===== src/sv/asbd_pkg.sv =====
// ----------------------------------------------------------------------------
// asbd_pkg
// Shared types, codes and constants for the async serial bit deframer.
// ----------------------------------------------------------------------------
package asbd_pkg;

    // Frame shift register width and error counter width
    localparam int SHIFT_WIDTH = 16;
    localparam int COUNT_WIDTH = 16;
    localparam int SHAMT_W     = $clog2(SHIFT_WIDTH + 1);

    // Reported counter width
    localparam int REPORT_W    = 16;

    // Operation codes
    localparam logic OP_LINE_BIT = 1'b0;
    localparam logic OP_STATUS   = 1'b1;

    // Result kinds
    localparam logic [1:0] KIND_NONE   = 2'd0;
    localparam logic [1:0] KIND_CHAR   = 2'd1;
    localparam logic [1:0] KIND_STATUS = 2'd2;

    // Parity modes (codes above PARITY_SPACE behave as space)
    localparam logic [2:0] PARITY_NONE  = 3'd0;
    localparam logic [2:0] PARITY_ODD   = 3'd1;
    localparam logic [2:0] PARITY_EVEN  = 3'd2;
    localparam logic [2:0] PARITY_MARK  = 3'd3;
    localparam logic [2:0] PARITY_SPACE = 3'd4;

    // Highest status code that is passed on
    localparam logic [2:0] STATUS_LAST = 3'd5;

    // Character length limits and reset value
    localparam logic [3:0] CHAR_BITS_MIN   = 4'd5;
    localparam logic [3:0] CHAR_BITS_MAX   = 4'd8;
    localparam logic [3:0] CHAR_BITS_RESET = 4'd8;

    // Configuration register indexes
    localparam logic [1:0] CFG_IDX_CHAR_BITS   = 2'd0;
    localparam logic [1:0] CFG_IDX_PARITY_MODE = 2'd1;
    localparam logic [1:0] CFG_IDX_V14_ENABLE  = 2'd2;

    typedef struct packed {
        logic       operation;
        logic       line_bit;
        logic [2:0] status_code;
        logic       clear_parity_count;
        logic       clear_framing_count;
    } item_t;

    typedef struct packed {
        logic [1:0]          result_kind;
        logic [7:0]          char_value;
        logic [2:0]          status_out;
        logic [REPORT_W-1:0] parity_error_count;
        logic [REPORT_W-1:0] framing_error_count;
    } result_t;

    typedef struct packed {
        logic [3:0] char_bits;
        logic [2:0] parity_mode;
        logic       v14_enable;
    } cfg_t;

    // Saturating increment
    function automatic logic [COUNT_WIDTH-1:0] sat_inc(input logic [COUNT_WIDTH-1:0] c);
        return (&c) ? c : c + COUNT_WIDTH'(1);
    endfunction

    // Low bits of a counter as reported, zero extended if narrower
    function automatic logic [REPORT_W-1:0] to_report(input logic [COUNT_WIDTH-1:0] c);
        return REPORT_W'(c);
    endfunction

endpackage


===== src/sv/async_serial_bit_deframer.sv =====
// ----------------------------------------------------------------------------
// async_serial_bit_deframer
// Async serial receive deframer with parity check and V.14 dropped stop bit.
// ----------------------------------------------------------------------------
//
// Channel  | Dir | Handshake                  | Payload
// ---------+-----+----------------------------+------------------------------
// item     | in  | item_valid / item_stall    | item_t: op, bit, status, clears
// result   | out | result_valid / result_stall| result_t: kind, char, counts
// cfg      | in  | cfg_valid / cfg_ready      | cfg_index (2b), cfg_data (4b)
//
// One item per cycle sustained while the result side does not stall. An accepted
// item is held in the input register and is stepped into the result register
// when the framer advances, and its result is then presented from there.
// Every item produces exactly one result.
// rst_n clears the handshake state, framer state, error counters and config
// (8 data bits, no parity, V.14 off).
// item_stall rises only when an item sits in the input register and the
// result register is full and stalled downstream.
// cfg_ready is always high; writes are expected only while the block is idle.
// ----------------------------------------------------------------------------
module async_serial_bit_deframer
    import asbd_pkg::*;
(
    input  logic       clk,
    input  logic       rst_n,

    input  logic       item_valid,
    output logic       item_stall,
    input  item_t      item,

    output logic       result_valid,
    input  logic       result_stall,
    output result_t    result,

    input  logic       cfg_valid,
    output logic       cfg_ready,
    input  logic [1:0] cfg_index,
    input  logic [3:0] cfg_data
);

    // input register
    logic    in_vld_reg, in_vld_next;
    item_t   in_item_reg;

    // result register
    logic    out_vld_reg, out_vld_next;
    result_t out_item_reg;

    cfg_t    cfg;
    result_t step_result;
    logic    advance;
    logic    accept;

    // step the framer when the result register is free or being drained
    assign advance    = in_vld_reg && (!out_vld_reg || !result_stall);
    assign item_stall = in_vld_reg && !advance;
    assign accept     = item_valid && !item_stall;
    assign cfg_ready  = 1'b1;

    asbd_cfg u_cfg
    (
        .clk      (clk),
        .rst_n    (rst_n),
        .wr_en    (cfg_valid && cfg_ready),
        .wr_index (cfg_index),
        .wr_data  (cfg_data),
        .cfg      (cfg)
    );

    asbd_core u_core
    (
        .clk    (clk),
        .rst_n  (rst_n),
        .step   (advance),
        .item   (in_item_reg),
        .cfg    (cfg),
        .result (step_result)
    );

    always_comb
    begin
        if (accept)
            in_vld_next = 1'b1;
        else if (advance)
            in_vld_next = 1'b0;
        else
            in_vld_next = in_vld_reg;

        if (advance)
            out_vld_next = 1'b1;
        else if (!result_stall)
            out_vld_next = 1'b0;
        else
            out_vld_next = out_vld_reg;
    end

    always_ff @(posedge clk or negedge rst_n)
    begin
        if (!rst_n)
        begin
            in_vld_reg  <= 1'b0;
            out_vld_reg <= 1'b0;
        end
        else
        begin
            in_vld_reg  <= in_vld_next;
            out_vld_reg <= out_vld_next;
        end
    end

    // payload registers, no reset
    always_ff @(posedge clk)
    begin
        if (accept)
            in_item_reg <= item;
        if (advance)
            out_item_reg <= step_result;
    end

    assign result_valid = out_vld_reg;
    assign result       = out_item_reg;

endmodule


===== src/sv/asbd_cfg.sv =====
// ----------------------------------------------------------------------------
// asbd_cfg
// Configuration register file: data bits, parity mode, V.14 enable.
// ----------------------------------------------------------------------------
module asbd_cfg
    import asbd_pkg::*;
(
    input  logic       clk,
    input  logic       rst_n,
    input  logic       wr_en,
    input  logic [1:0] wr_index,
    input  logic [3:0] wr_data,
    output cfg_t       cfg
);

    cfg_t cfg_reg;
    cfg_t cfg_next;

    always_comb
    begin
        cfg_next = cfg_reg;
        if (wr_en)
        begin
            case (wr_index)
                CFG_IDX_CHAR_BITS:   cfg_next.char_bits   = wr_data;
                CFG_IDX_PARITY_MODE: cfg_next.parity_mode = wr_data[2:0];
                CFG_IDX_V14_ENABLE:  cfg_next.v14_enable  = wr_data[0];
                default:             cfg_next = cfg_reg;
            endcase
        end
    end

    always_ff @(posedge clk or negedge rst_n)
    begin
        if (!rst_n)
        begin
            cfg_reg.char_bits   <= CHAR_BITS_RESET;
            cfg_reg.parity_mode <= PARITY_NONE;
            cfg_reg.v14_enable  <= 1'b0;
        end
        else
        begin
            cfg_reg <= cfg_next;
        end
    end

    assign cfg = cfg_reg;

endmodule


===== src/sv/asbd_core.sv =====
// ----------------------------------------------------------------------------
// asbd_core
// Framer state and one-item step logic: hunt, shift, stop bit check.
// ----------------------------------------------------------------------------
module asbd_core
    import asbd_pkg::*;
(
    input  logic    clk,
    input  logic    rst_n,
    input  logic    step,
    input  item_t   item,
    input  cfg_t    cfg,
    output result_t result
);

    logic [3:0]             bit_pos_reg,  bit_pos_next;
    logic [SHIFT_WIDTH-1:0] shift_reg,    shift_next;
    logic [COUNT_WIDTH-1:0] par_err_reg,  par_err_next;
    logic [COUNT_WIDTH-1:0] frm_err_reg,  frm_err_next;

    logic [3:0]             eff_bits;
    logic                   has_par;
    logic [3:0]             total;
    logic [SHAMT_W-1:0]     shamt;
    logic [SHIFT_WIDTH-1:0] masked;
    logic [SHIFT_WIDTH-1:0] data;
    logic [7:0]             data8;
    logic                   want;
    logic                   got;
    logic [COUNT_WIDTH-1:0] par_rep;
    logic [COUNT_WIDTH-1:0] frm_rep;

    always_comb
    begin
        if (cfg.char_bits < CHAR_BITS_MIN)
            eff_bits = CHAR_BITS_MIN;
        else if (cfg.char_bits > CHAR_BITS_MAX)
            eff_bits = CHAR_BITS_MAX;
        else
            eff_bits = cfg.char_bits;
    end

    assign has_par = (cfg.parity_mode != PARITY_NONE);
    assign total   = eff_bits + {3'd0, has_par};
    assign shamt   = SHAMT_W'(SHIFT_WIDTH) - SHAMT_W'(total);
    assign got     = shift_reg[SHIFT_WIDTH-1];
    assign masked  = has_par ? {1'b0, shift_reg[SHIFT_WIDTH-2:0]} : shift_reg;
    assign data    = masked >> shamt;
    assign data8   = data[7:0];

    always_comb
    begin
        case (cfg.parity_mode)
            PARITY_ODD:  want = ~(^data8);
            PARITY_EVEN: want = ^data8;
            PARITY_MARK: want = 1'b1;
            default:     want = 1'b0;
        endcase
    end

    always_comb
    begin
        bit_pos_next = bit_pos_reg;
        shift_next   = shift_reg;
        par_rep      = par_err_reg;
        frm_rep      = frm_err_reg;
        result       = '0;

        if (item.operation == OP_STATUS)
        begin
            if (item.status_code <= STATUS_LAST)
            begin
                result.result_kind = KIND_STATUS;
                result.status_out  = item.status_code;
                bit_pos_next       = 4'd0;
                shift_next         = '0;
            end
        end
        else if (bit_pos_reg == 4'd0)
        begin
            // hunting: a zero is the start bit
            bit_pos_next = {3'd0, ~item.line_bit};
            shift_next   = '0;
        end
        else if (bit_pos_reg <= total)
        begin
            // data and parity bits enter at the top, LSB first
            shift_next   = {item.line_bit, shift_reg[SHIFT_WIDTH-1:1]};
            bit_pos_next = bit_pos_reg + 4'd1;
        end
        else if (!item.line_bit && !cfg.v14_enable)
        begin
            frm_rep      = sat_inc(frm_err_reg);
            bit_pos_next = 4'd0;
        end
        else
        begin
            // stop bit, or V.14 dropped stop bit
            if (has_par && (got != want))
            begin
                par_rep = sat_inc(par_err_reg);
            end
            else
            begin
                result.result_kind = KIND_CHAR;
                result.char_value  = data8;
            end
            if (item.line_bit)
            begin
                bit_pos_next = 4'd0;
            end
            else
            begin
                bit_pos_next = 4'd1;
                shift_next   = '0;
            end
        end

        result.parity_error_count  = to_report(par_rep);
        result.framing_error_count = to_report(frm_rep);

        par_err_next = item.clear_parity_count  ? '0 : par_rep;
        frm_err_next = item.clear_framing_count ? '0 : frm_rep;
    end

    always_ff @(posedge clk or negedge rst_n)
    begin
        if (!rst_n)
        begin
            bit_pos_reg <= 4'd0;
            shift_reg   <= '0;
            par_err_reg <= '0;
            frm_err_reg <= '0;
        end
        else if (step)
        begin
            bit_pos_reg <= bit_pos_next;
            shift_reg   <= shift_next;
            par_err_reg <= par_err_next;
            frm_err_reg <= frm_err_next;
        end
    end

endmodule

===== config.mk =====
export PLATFORM = sky130hd
export DESIGN_NAME = async_serial_bit_deframer
export DESIGN_NICKNAME = d
export VERILOG_FILES = /design/src/sv/asbd_pkg.sv /design/src/sv/async_serial_bit_deframer.sv /design/src/sv/asbd_cfg.sv /design/src/sv/asbd_core.sv
export SDC_FILE = /design/constraint.sdc
export NUM_CORES = 1
export LEC_CHECK = 0
export BUFFER_PORTS_ARGS = -buffer_cell sky130_fd_sc_hd__clkbuf_2
export CAP_MARGIN = 20
export CORE_MARGIN = 5
export CORE_UTILIZATION = 55
export CTS_CLUSTER_SIZE = 12
export DETAILED_ROUTE_END_ITERATION = 8
export PLACE_DENSITY = 0.73
export SLEW_MARGIN = 0
export SYNTH_ARGS = -nofsm -noshare
export SYNTH_HDL_FRONTEND = slang
export SYNTH_HIERARCHICAL = 1
export SYNTH_SLANG_ARGS = --single-unit

===== constraint.sdc =====
create_clock -name clk -period 15 [get_ports clk]
set_input_delay 3 -clock clk [delete_from_list [all_inputs] [get_ports clk]]
set_output_delay 3 -clock clk [all_outputs]
set_load 0.03 [all_outputs]

==> impl_metrics.py, run 1 <==
metrics = {
    "outcome": {
        "status": "completed",
    },
    "floorplanning": {
        "die_h_um": 122,
        "num_rows": 41,
        "dieArea_um2": 14880,
        "io_pins": 66,
        "start_util_pct": 55.34,
        "core_um2": 12470,
        "die_w_um": 122,
    },
    "cts": {
        "cts_hold_buffers": 0,
        "clk_latency_ns": 0.41,
        "cts.reportedPaths.clkPinSlew_ns": 0.05,
        "cts_sinks": 114,
        "cts.path.max_buffers": 2,
        "cts_resized": 0,
        "cts_inserted_buffers": 17,
        "post_cts_buffers": 0,
        "cts_tree": "built",
        "cts_root_buffer": "clkbuf_16",
        "htree_levels": 4,
    },
    "layout": {
        "syn_to_final_growth_pct": 14.04,
        "nets": 758,
        "largest_reg_flops": 45,
        "nFillCells": 993,
        "antenna_cells": 0,
        "drive_above_1_share_pct": 20.03,
        "postLayoutCoreUtil_pct": 63.11,
        "postLayoutCellArea_um2": 7868,
    },
    "critical_path": {
        "arrival_ns": 3.49,
        "reg2reg_depth": 13,
        "r2r_slack_ns": 9.46,
        "timing.rr.end": "result[28]$_DFFE_PP_",
        "crit_top_cell": "clkbuf_2",
        "required_ns": 12.00,
        "critPathKind": "in -> out",
        "cp-start-kind": "input port",
        "crit_path_max_incr_delay_ns": 0.19,
        "path_max_fanout": 3,
        "slowest_stage": "clkbuf_2",
        "r2r-start": "u_cfg/cfg[1]$_DFFE_PN0P_",
        "crit_path_end_kind": "primary output",
        "path_cells": "clkbuf_2 -> nand3_2 -> inv_1 -> clkbuf_2",
    },
    "drt": {
        "drc_errors": 0,
        "vias_per_cell": 6.081,
        "wl_mm": 15.35,
        "drtIter0Drc": 558,
        "vias": 5570,
        "wl_per_cell_um": 16.76,
        "firstDrtPassIters": 5,
        "antenna_left": 0,
    },
    "global_route": {
        "grt_pass1_wl_mm": 25.29,
        "first_global_vias": 5161,
        "antenna_found_initial": 1,
        "grt_max_degree": 74,
        "overflow": 0,
        "grtUsageTotal_pct": 21.49,
    },
    "synth": {
        "synth.distinct_cells": 81,
        "ys_ff_latch": 114,
        "syn_nets": 711,
        "postSynthCellCount": 684,
        "synthFlopType": "dfrtp_1",
        "synth_area_leaders": "edfxtp_1 (23%), dfrtp_1 (22%), mux4_2 (4.6%)",
        "yosys_warnings": 6,
        "synth_area_um2": 6899,
        "async_flop_share_pct": 54.39,
        "synth_seq_area_share_pct": 45.14,
        "syn_avg_cell_area_um2": 10.09,
        "synth_top_area_cell": "edfxtp_1",
        "synth_edf_count": 52,
        "synth_top_area_share_pct": 22.63,
    },
    "sta": {
        "hold_viol_final": 0,
        "setup_violations": 0,
        "slew_viol_final": 0,
        "worst_slack_ns": 8.506,
        "fmax_mhz": 154.0,
        "slew_headroom_pct": 38.14,
        "grt_setup_unrepaired": "no",
        "finalSetupTns_ns": 0,
        "post-route-min-period_ns": 6.494,
        "tightest_slew_ns": 0.9245,
        "clock_skew_ns": 0.01393,
        "fin_crit_sh_pct": 43.29,
    },
    "pwr": {
        "power_frac_comb_pct": 28.0,
        "swShare_pct": 32.37,
        "ir_drop_mv": 0.07596,
        "leakagePower_nw": 3.258,
        "pwr-share-clk_pct": 35.7,
        "cellInternalPower_mw": 0.7131,
        "p_per_area_nw_per_um2": 134.0,
        "seq_power_share_pct": 36.3,
        "switchingPower_mw": 0.3413,
        "power_mw": 1.054,
    },
    "placement": {
        "gp_congestion": 0.8603,
        "dp.final_hpwl_mm": 10.27,
        "io_buffers": 64,
        "place_area_um2": 7313,
        "pre_cts_ws_ns": 8.502,
    },
    "worst_hold_path": {
        "holdCritStartpoint": "in_vld_reg$_DFFE_PN0P_",
        "hp-class": "reg -> reg",
        "hold_path_depth": 1,
        "worstHoldEndpoint": "result_valid$_DFFE_PN0P_",
    },
    "flow_run": {
        "drv_cap": 0,
    },
}
[worst max-delay path, delay by kind of cell]
kind,cells,cell delay (ns)
buffers and inverters,3,0.38
AND/OR/NAND/NOR,1,0.10
[cells in the mapped netlist, types with 3 or more instances]
master / count
mux2i_1: 17
nand4_1: 8
o41ai_1: 6
o211ai_1: 5
nand2b_1: 10
edfxtp_1: 52
a21oi_1: 25
xnor2_1: 17
xor2_1: 11
and4_1: 3
buf_2: 11
a21o_1: 3
o21ai_0: 54
nor4_1: 3
or3_1: 4
mux4_2: 14
a31oi_1: 7
nand2_1: 60
o21a_1: 4
a211oi_1: 4
nand3_1: 37
a311o_1: 3
o31ai_1: 4
nor2b_1: 8
ha_1: 9
clkbuf_1: 29
nor3_1: 16
inv_1: 33
a22oi_1: 7
a31o_2: 4
or4_1: 5
dfrtp_1: 61
a22o_1: 7
and3_1: 20
nand3b_1: 4
mux2_2: 17
and2_1: 11
nor2_1: 40
[worst max-delay path by stage]
stage                      start                         endpoint  slack [ns]  depth (start not counted)
floorplan           result_stall  u_core/shift_reg[6]$_DFFE_PN0P_        7.31                          7
global placement    result_stall                       item_stall        8.53                          4
detailed placement  result_stall                       item_stall        8.50                          4
CTS                 result_stall                       item_stall        8.50                          4
global route        result_stall                       item_stall        8.46                          4
finish              result_stall                       item_stall        8.51                          4
[cells in the final DEF (no fill, tap or decap), types with 11 or more instances in the layout]
| cell type | instances |
|---|---|
| clkbuf_2 | 64 |
| o21ai_0 | 54 |
| clkbuf_16 | 17 |
| and3_1 | 20 |
| nor2_1 | 40 |
| inv_1 | 33 |
| mux2i_1 | 17 |
| nand2_1 | 60 |
| dfrtp_1 | 61 |
| edfxtp_1 | 52 |
| xnor2_1 | 17 |
| mux4_2 | 14 |
| mux2_2 | 17 |
| xor2_1 | 11 |
| nor3_1 | 16 |
| a21oi_1 | 25 |
| nand3_1 | 37 |
| and2_1 | 11 |
[metal layers]
layer | part of all wire (%) | track usage [%] | up-vias
li1 | - | - | 2639
met1 | 44 | 29.19 | 2694
met2 | 48 | 33.22 | 210
met3 | 6.1 | 5.060 | 25
met4 | 2.4 | 9.104 | 2
met5 | 0.072 | 0 | -
[power groups by stage]
stage	Clock, mW	Sequential [mW]	Combinational (mW)
after floorplan	0	0.403	0.217
after global routing	0.397	0.386	0.324
after CTS	0.383	0.382	0.295
final	0.376	0.382	0.296
after global placement	0	0.385	0.284
after detailed placement	0	0.387	0.293
[stage by stage]
stage | hold WS [ns] | cells
2_1_floorplan | 0.4667 | 684
3_3_place_gp | 0.4912 | 884
3_5_place_dp | 0.5102 | 884
4_1_cts | 0.5210 | 916
5_1_grt | 0.5355 | 916
6_report | 0.5159 | 916
[logic make-up after synthesis]
group                    synth area share [%]
AND/OR/NAND/NOR                         18.35
AO/OA/AOI/OAI                           16.21
flip-flops                              45.14
buffers and inverters                   4.661
multiplexers                            9.811
XOR/XNOR                                4.135
adder cells (fa/ha/maj)                 1.632
other                                 0.05435
[final cells by class]
class,instances,area (µm²),area share [%]
Tap cell,172,215.2,2.735
Inverter,33,123.9,1.574
Clock buffer,21,440.4,5.598
Clock inverter,11,113.9,1.447
Multi-Input combinational cell,493,3480,44.23
Timing Repair Buffer,72,380.4,4.835
Sequential cell,114,3114,39.58
(Power assumes the default switching activity.)
==> inputs of run 2 (changes only) <==
--- a/config.mk
+++ b/config.mk
@@ -5,13 +5,14 @@
 export SDC_FILE = /design/constraint.sdc
 export NUM_CORES = 1
 export LEC_CHECK = 0
+export ABC_AREA = 1
 export BUFFER_PORTS_ARGS = -buffer_cell sky130_fd_sc_hd__clkbuf_2
 export CAP_MARGIN = 20
 export CORE_MARGIN = 5
-export CORE_UTILIZATION = 55
+export CORE_UTILIZATION = 54
 export CTS_CLUSTER_SIZE = 12
 export DETAILED_ROUTE_END_ITERATION = 8
-export PLACE_DENSITY = 0.73
+export PLACE_DENSITY = 0.75
 export SLEW_MARGIN = 0
 export SYNTH_ARGS = -nofsm -noshare
 export SYNTH_HDL_FRONTEND = slang
==> constraint.sdc (replaced) <==
create_clock -name clk -period 5.95 [get_ports clk]
set_input_delay 1.19 -clock clk [delete_from_list [all_inputs] [get_ports clk]]
set_output_delay 1.19 -clock clk [all_outputs]
set_load 0.03 [all_outputs]
==> run 2 against run 1 <==
Against the previous run:
- via count shrank 1.8%
- synthesized area fell by 7.5%
- largest cell class is now sequential cells
- critical endpoint is now result[27]$_DFFE_PP_
- sequential share of layout area is 2.6 points higher
==> impl_metrics.py, run 2 <==
metrics = {
    "outcome": {
        "status": "completed",
    },
    "layout": {
        "postLayoutCoreUtil_pct": 64.04,
        "syn_to_final_growth_pct": 15.50,
        "final_common_cell": "nand2_1",
        "drive_above_1_share_pct": 15.53,
        "antenna_cells": 0,
        "stdcell_count": 1025,
        "postLayoutCellArea_um2": 7375,
        "nets": 896,
        "largest_reg_flops": 45,
        "final_cell_mix": "nand2_1 (266), inv_1 (100), nand3_1 (70)",
    },
    "sta": {
        "fmax_mhz": 215.1,
        "hold_viol_final": 0,
        "post-route-min-period_ns": 4.650,
        "tightest_slew_ns": 1.038,
        "grt_setup_unrepaired": "no",
        "slew_viol_final": 0,
        "finalHoldWorstSlack_ns": 0.5029,
        "worst_slack_ns": 1.300,
        "setup_violations": 0,
        "fin_crit_sh_pct": 78.15,
        "clock_skew_ns": 0.007800,
        "slew_headroom_pct": 30.54,
        "finalSetupTns_ns": 0,
    },
    "global_route": {
        "grt_pass1_wl_mm": 23.96,
        "first_global_vias": 5261,
        "overflow": 0,
        "antenna_found_initial": 0,
        "grt_max_degree": 63,
        "grtUsageTotal_pct": 20.72,
    },
    "synth": {
        "synth_area_leaders": "edfxtp_1 (24%), dfrtp_1 (24%), nand2_1 (16%)",
        "synth_top_area_cell": "edfxtp_1",
        "async_flop_share_pct": 54.39,
        "synth.most_common_cell": "nand2_1",
        "synth_top_area_share_pct": 24.46,
        "synth_edf_count": 52,
        "ys_ff_latch": 114,
        "postSynthCellCount": 800,
        "synthTopCellsByCount": "nand2_1 (266), inv_1 (100), nand3_1 (70), dfrtp_1 (61), edfxtp_1 (52)",
        "syn_avg_cell_area_um2": 7.981,
        "syn_nets": 827,
        "synth_area_um2": 6385,
        "yosys_warnings": 6,
        "synth.distinct_cells": 43,
        "synthFlopType": "dfrtp_1",
        "synth_seq_area_share_pct": 48.78,
    },
    "floorplanning": {
        "num_rows": 39,
        "die_h_um": 118.7,
        "die_w_um": 118.7,
        "dieArea_um2": 14100,
        "core_um2": 11520,
        "io_pins": 66,
        "start_util_pct": 55.44,
    },
    "critical_path": {
        "arrival_ns": 4.82,
        "critPathLaunch": "u_cfg/cfg[1]$_DFFE_PN0P_",
        "r2r_slack_ns": 1.30,
        "crit_path_end_kind": "flop",
        "required_ns": 6.12,
        "cp-start-kind": "flop",
        "reg2reg_depth": 23,
        "r2r-start": "u_cfg/cfg[1]$_DFFE_PN0P_",
        "critPathKind": "reg -> reg",
        "path_max_fanout": 25,
        "timing.rr.end": "result[27]$_DFFE_PP_",
    },
    "pwr": {
        "power_mw": 2.557,
        "power_frac_comb_pct": 26.8,
        "swShare_pct": 33.83,
        "leakagePower_nw": 3.583,
        "p_per_area_nw_per_um2": 346.7,
        "seq_power_share_pct": 35.1,
        "pwr-share-clk_pct": 38.1,
        "switchingPower_mw": 0.8650,
        "cellInternalPower_mw": 1.692,
        "ir_drop_mv": 0.1950,
    },
    "worst_hold_path": {
        "holdCritStartpoint": "u_core/par_err_reg[9]$_DFFE_PN0P_",
        "worstHoldEndpoint": "u_core/par_err_reg[9]$_DFFE_PN0P_",
        "hold_path_depth": 2,
        "hp-class": "reg -> reg",
    },
    "cts": {
        "cts.reportedPaths.clkPinSlew_ns": 0.05,
        "clk_latency_ns": 0.42,
        "cts_sinks": 114,
        "cts_tree": "built",
        "cts_hold_buffers": 0,
        "post_cts_buffers": 0,
        "htree_levels": 4,
        "cts.path.max_buffers": 2,
        "cts_root_buffer": "clkbuf_16",
        "cts_resized": 0,
        "cts_inserted_buffers": 17,
    },
    "placement": {
        "dp.final_hpwl_mm": 9.874,
        "io_buffers": 64,
        "place_area_um2": 6802,
        "pre_cts_ws_ns": 1.333,
        "placed_cells": 993,
        "gp_congestion": 0.9090,
    },
    "drt": {
        "vias_per_cell": 5.339,
        "vias": 5472,
        "wl_mm": 13.71,
        "drtIter0Drc": 442,
        "firstDrtPassIters": 7,
        "antenna_left": 0,
        "wl_per_cell_um": 13.38,
        "drc_errors": 0,
    },
    "flow_run": {
        "drv_cap": 0,
    },
}
[run 2: worst max path at each step]
stage	endpoint	slack [ns]	depth (start not counted)
after floorplan	u_core/shift_reg[0]$_DFFE_PN0P_	1.06	9
after global routing	result[21]$_DFFE_PP_	0.64	25
after CTS	result[17]$_DFFE_PP_	1.31	21
final	result[27]$_DFFE_PP_	1.30	23
after detailed placement	result[27]$_DFFE_PP_	1.33	23
after global placement	result[27]$_DFFE_PP_	1.49	23
[run 2: cells by family after synthesis]
family	synth area share [%]
simple gates	32.18
buf+inv	8.289
flops	48.78
compound gates	6.369
xor+xnor	2.567
fa+ha+maj	1.764
other cells	0.05873
[run 2: per-layer routing]
layer | share of wire (%) | GRT usage, %
met1 | 45 | 26.81
met2 | 48 | 33.78
met3 | 5.8 | 5.826
met4 | 1.4 | 6.807
met5 | 0 | 0
[run 2: final cells by class]
type                            instances  area (µm²)
Clock inverter                         10       108.9
Timing Repair Buffer                   68       350.3
Inverter                              108       405.4
Tap cell                              143       178.9
Clock buffer                           22       464.2
Multi-Input combinational cell        560        2753
Fill cell                             945        4141
Sequential cell                       114        3114
[run 2: power by group through the flow]
stage / Sequential, mW / Clock (mW) / Combinational [mW]
after floorplan: 0.951 / 0 / 0.525
after global placement: 0.910 / 0 / 0.661
after detailed placement: 0.912 / 0 / 0.678
after CTS: 0.898 / 0.994 / 0.681
after global routing: 0.903 / 1.03 / 0.780
final: 0.898 / 0.975 / 0.684
[run 2: critical path: stages (launching register included)]
cell and delay [ns]:
dfrtp_1 0.41, nor2_1 0.20, nand2_1 0.13, ha_1 0.59, nor2_2 0.27, nand4_1 0.51, nand2_2 0.36, nand2_1 0.12
o21ai_1 0.26, nand2_1 0.09, nand2_1 0.10, nand3_1 0.08, nand2_1 0.06, nand2_1 0.07, nand2_1 0.07, nand2_1 0.05
nand3_2 0.08, nor2_1 0.06, nor2_2 0.42, nand2_2 0.15, nor2_1 0.12, nand2_1 0.07, nand2_1 0.07, inv_1 0.04
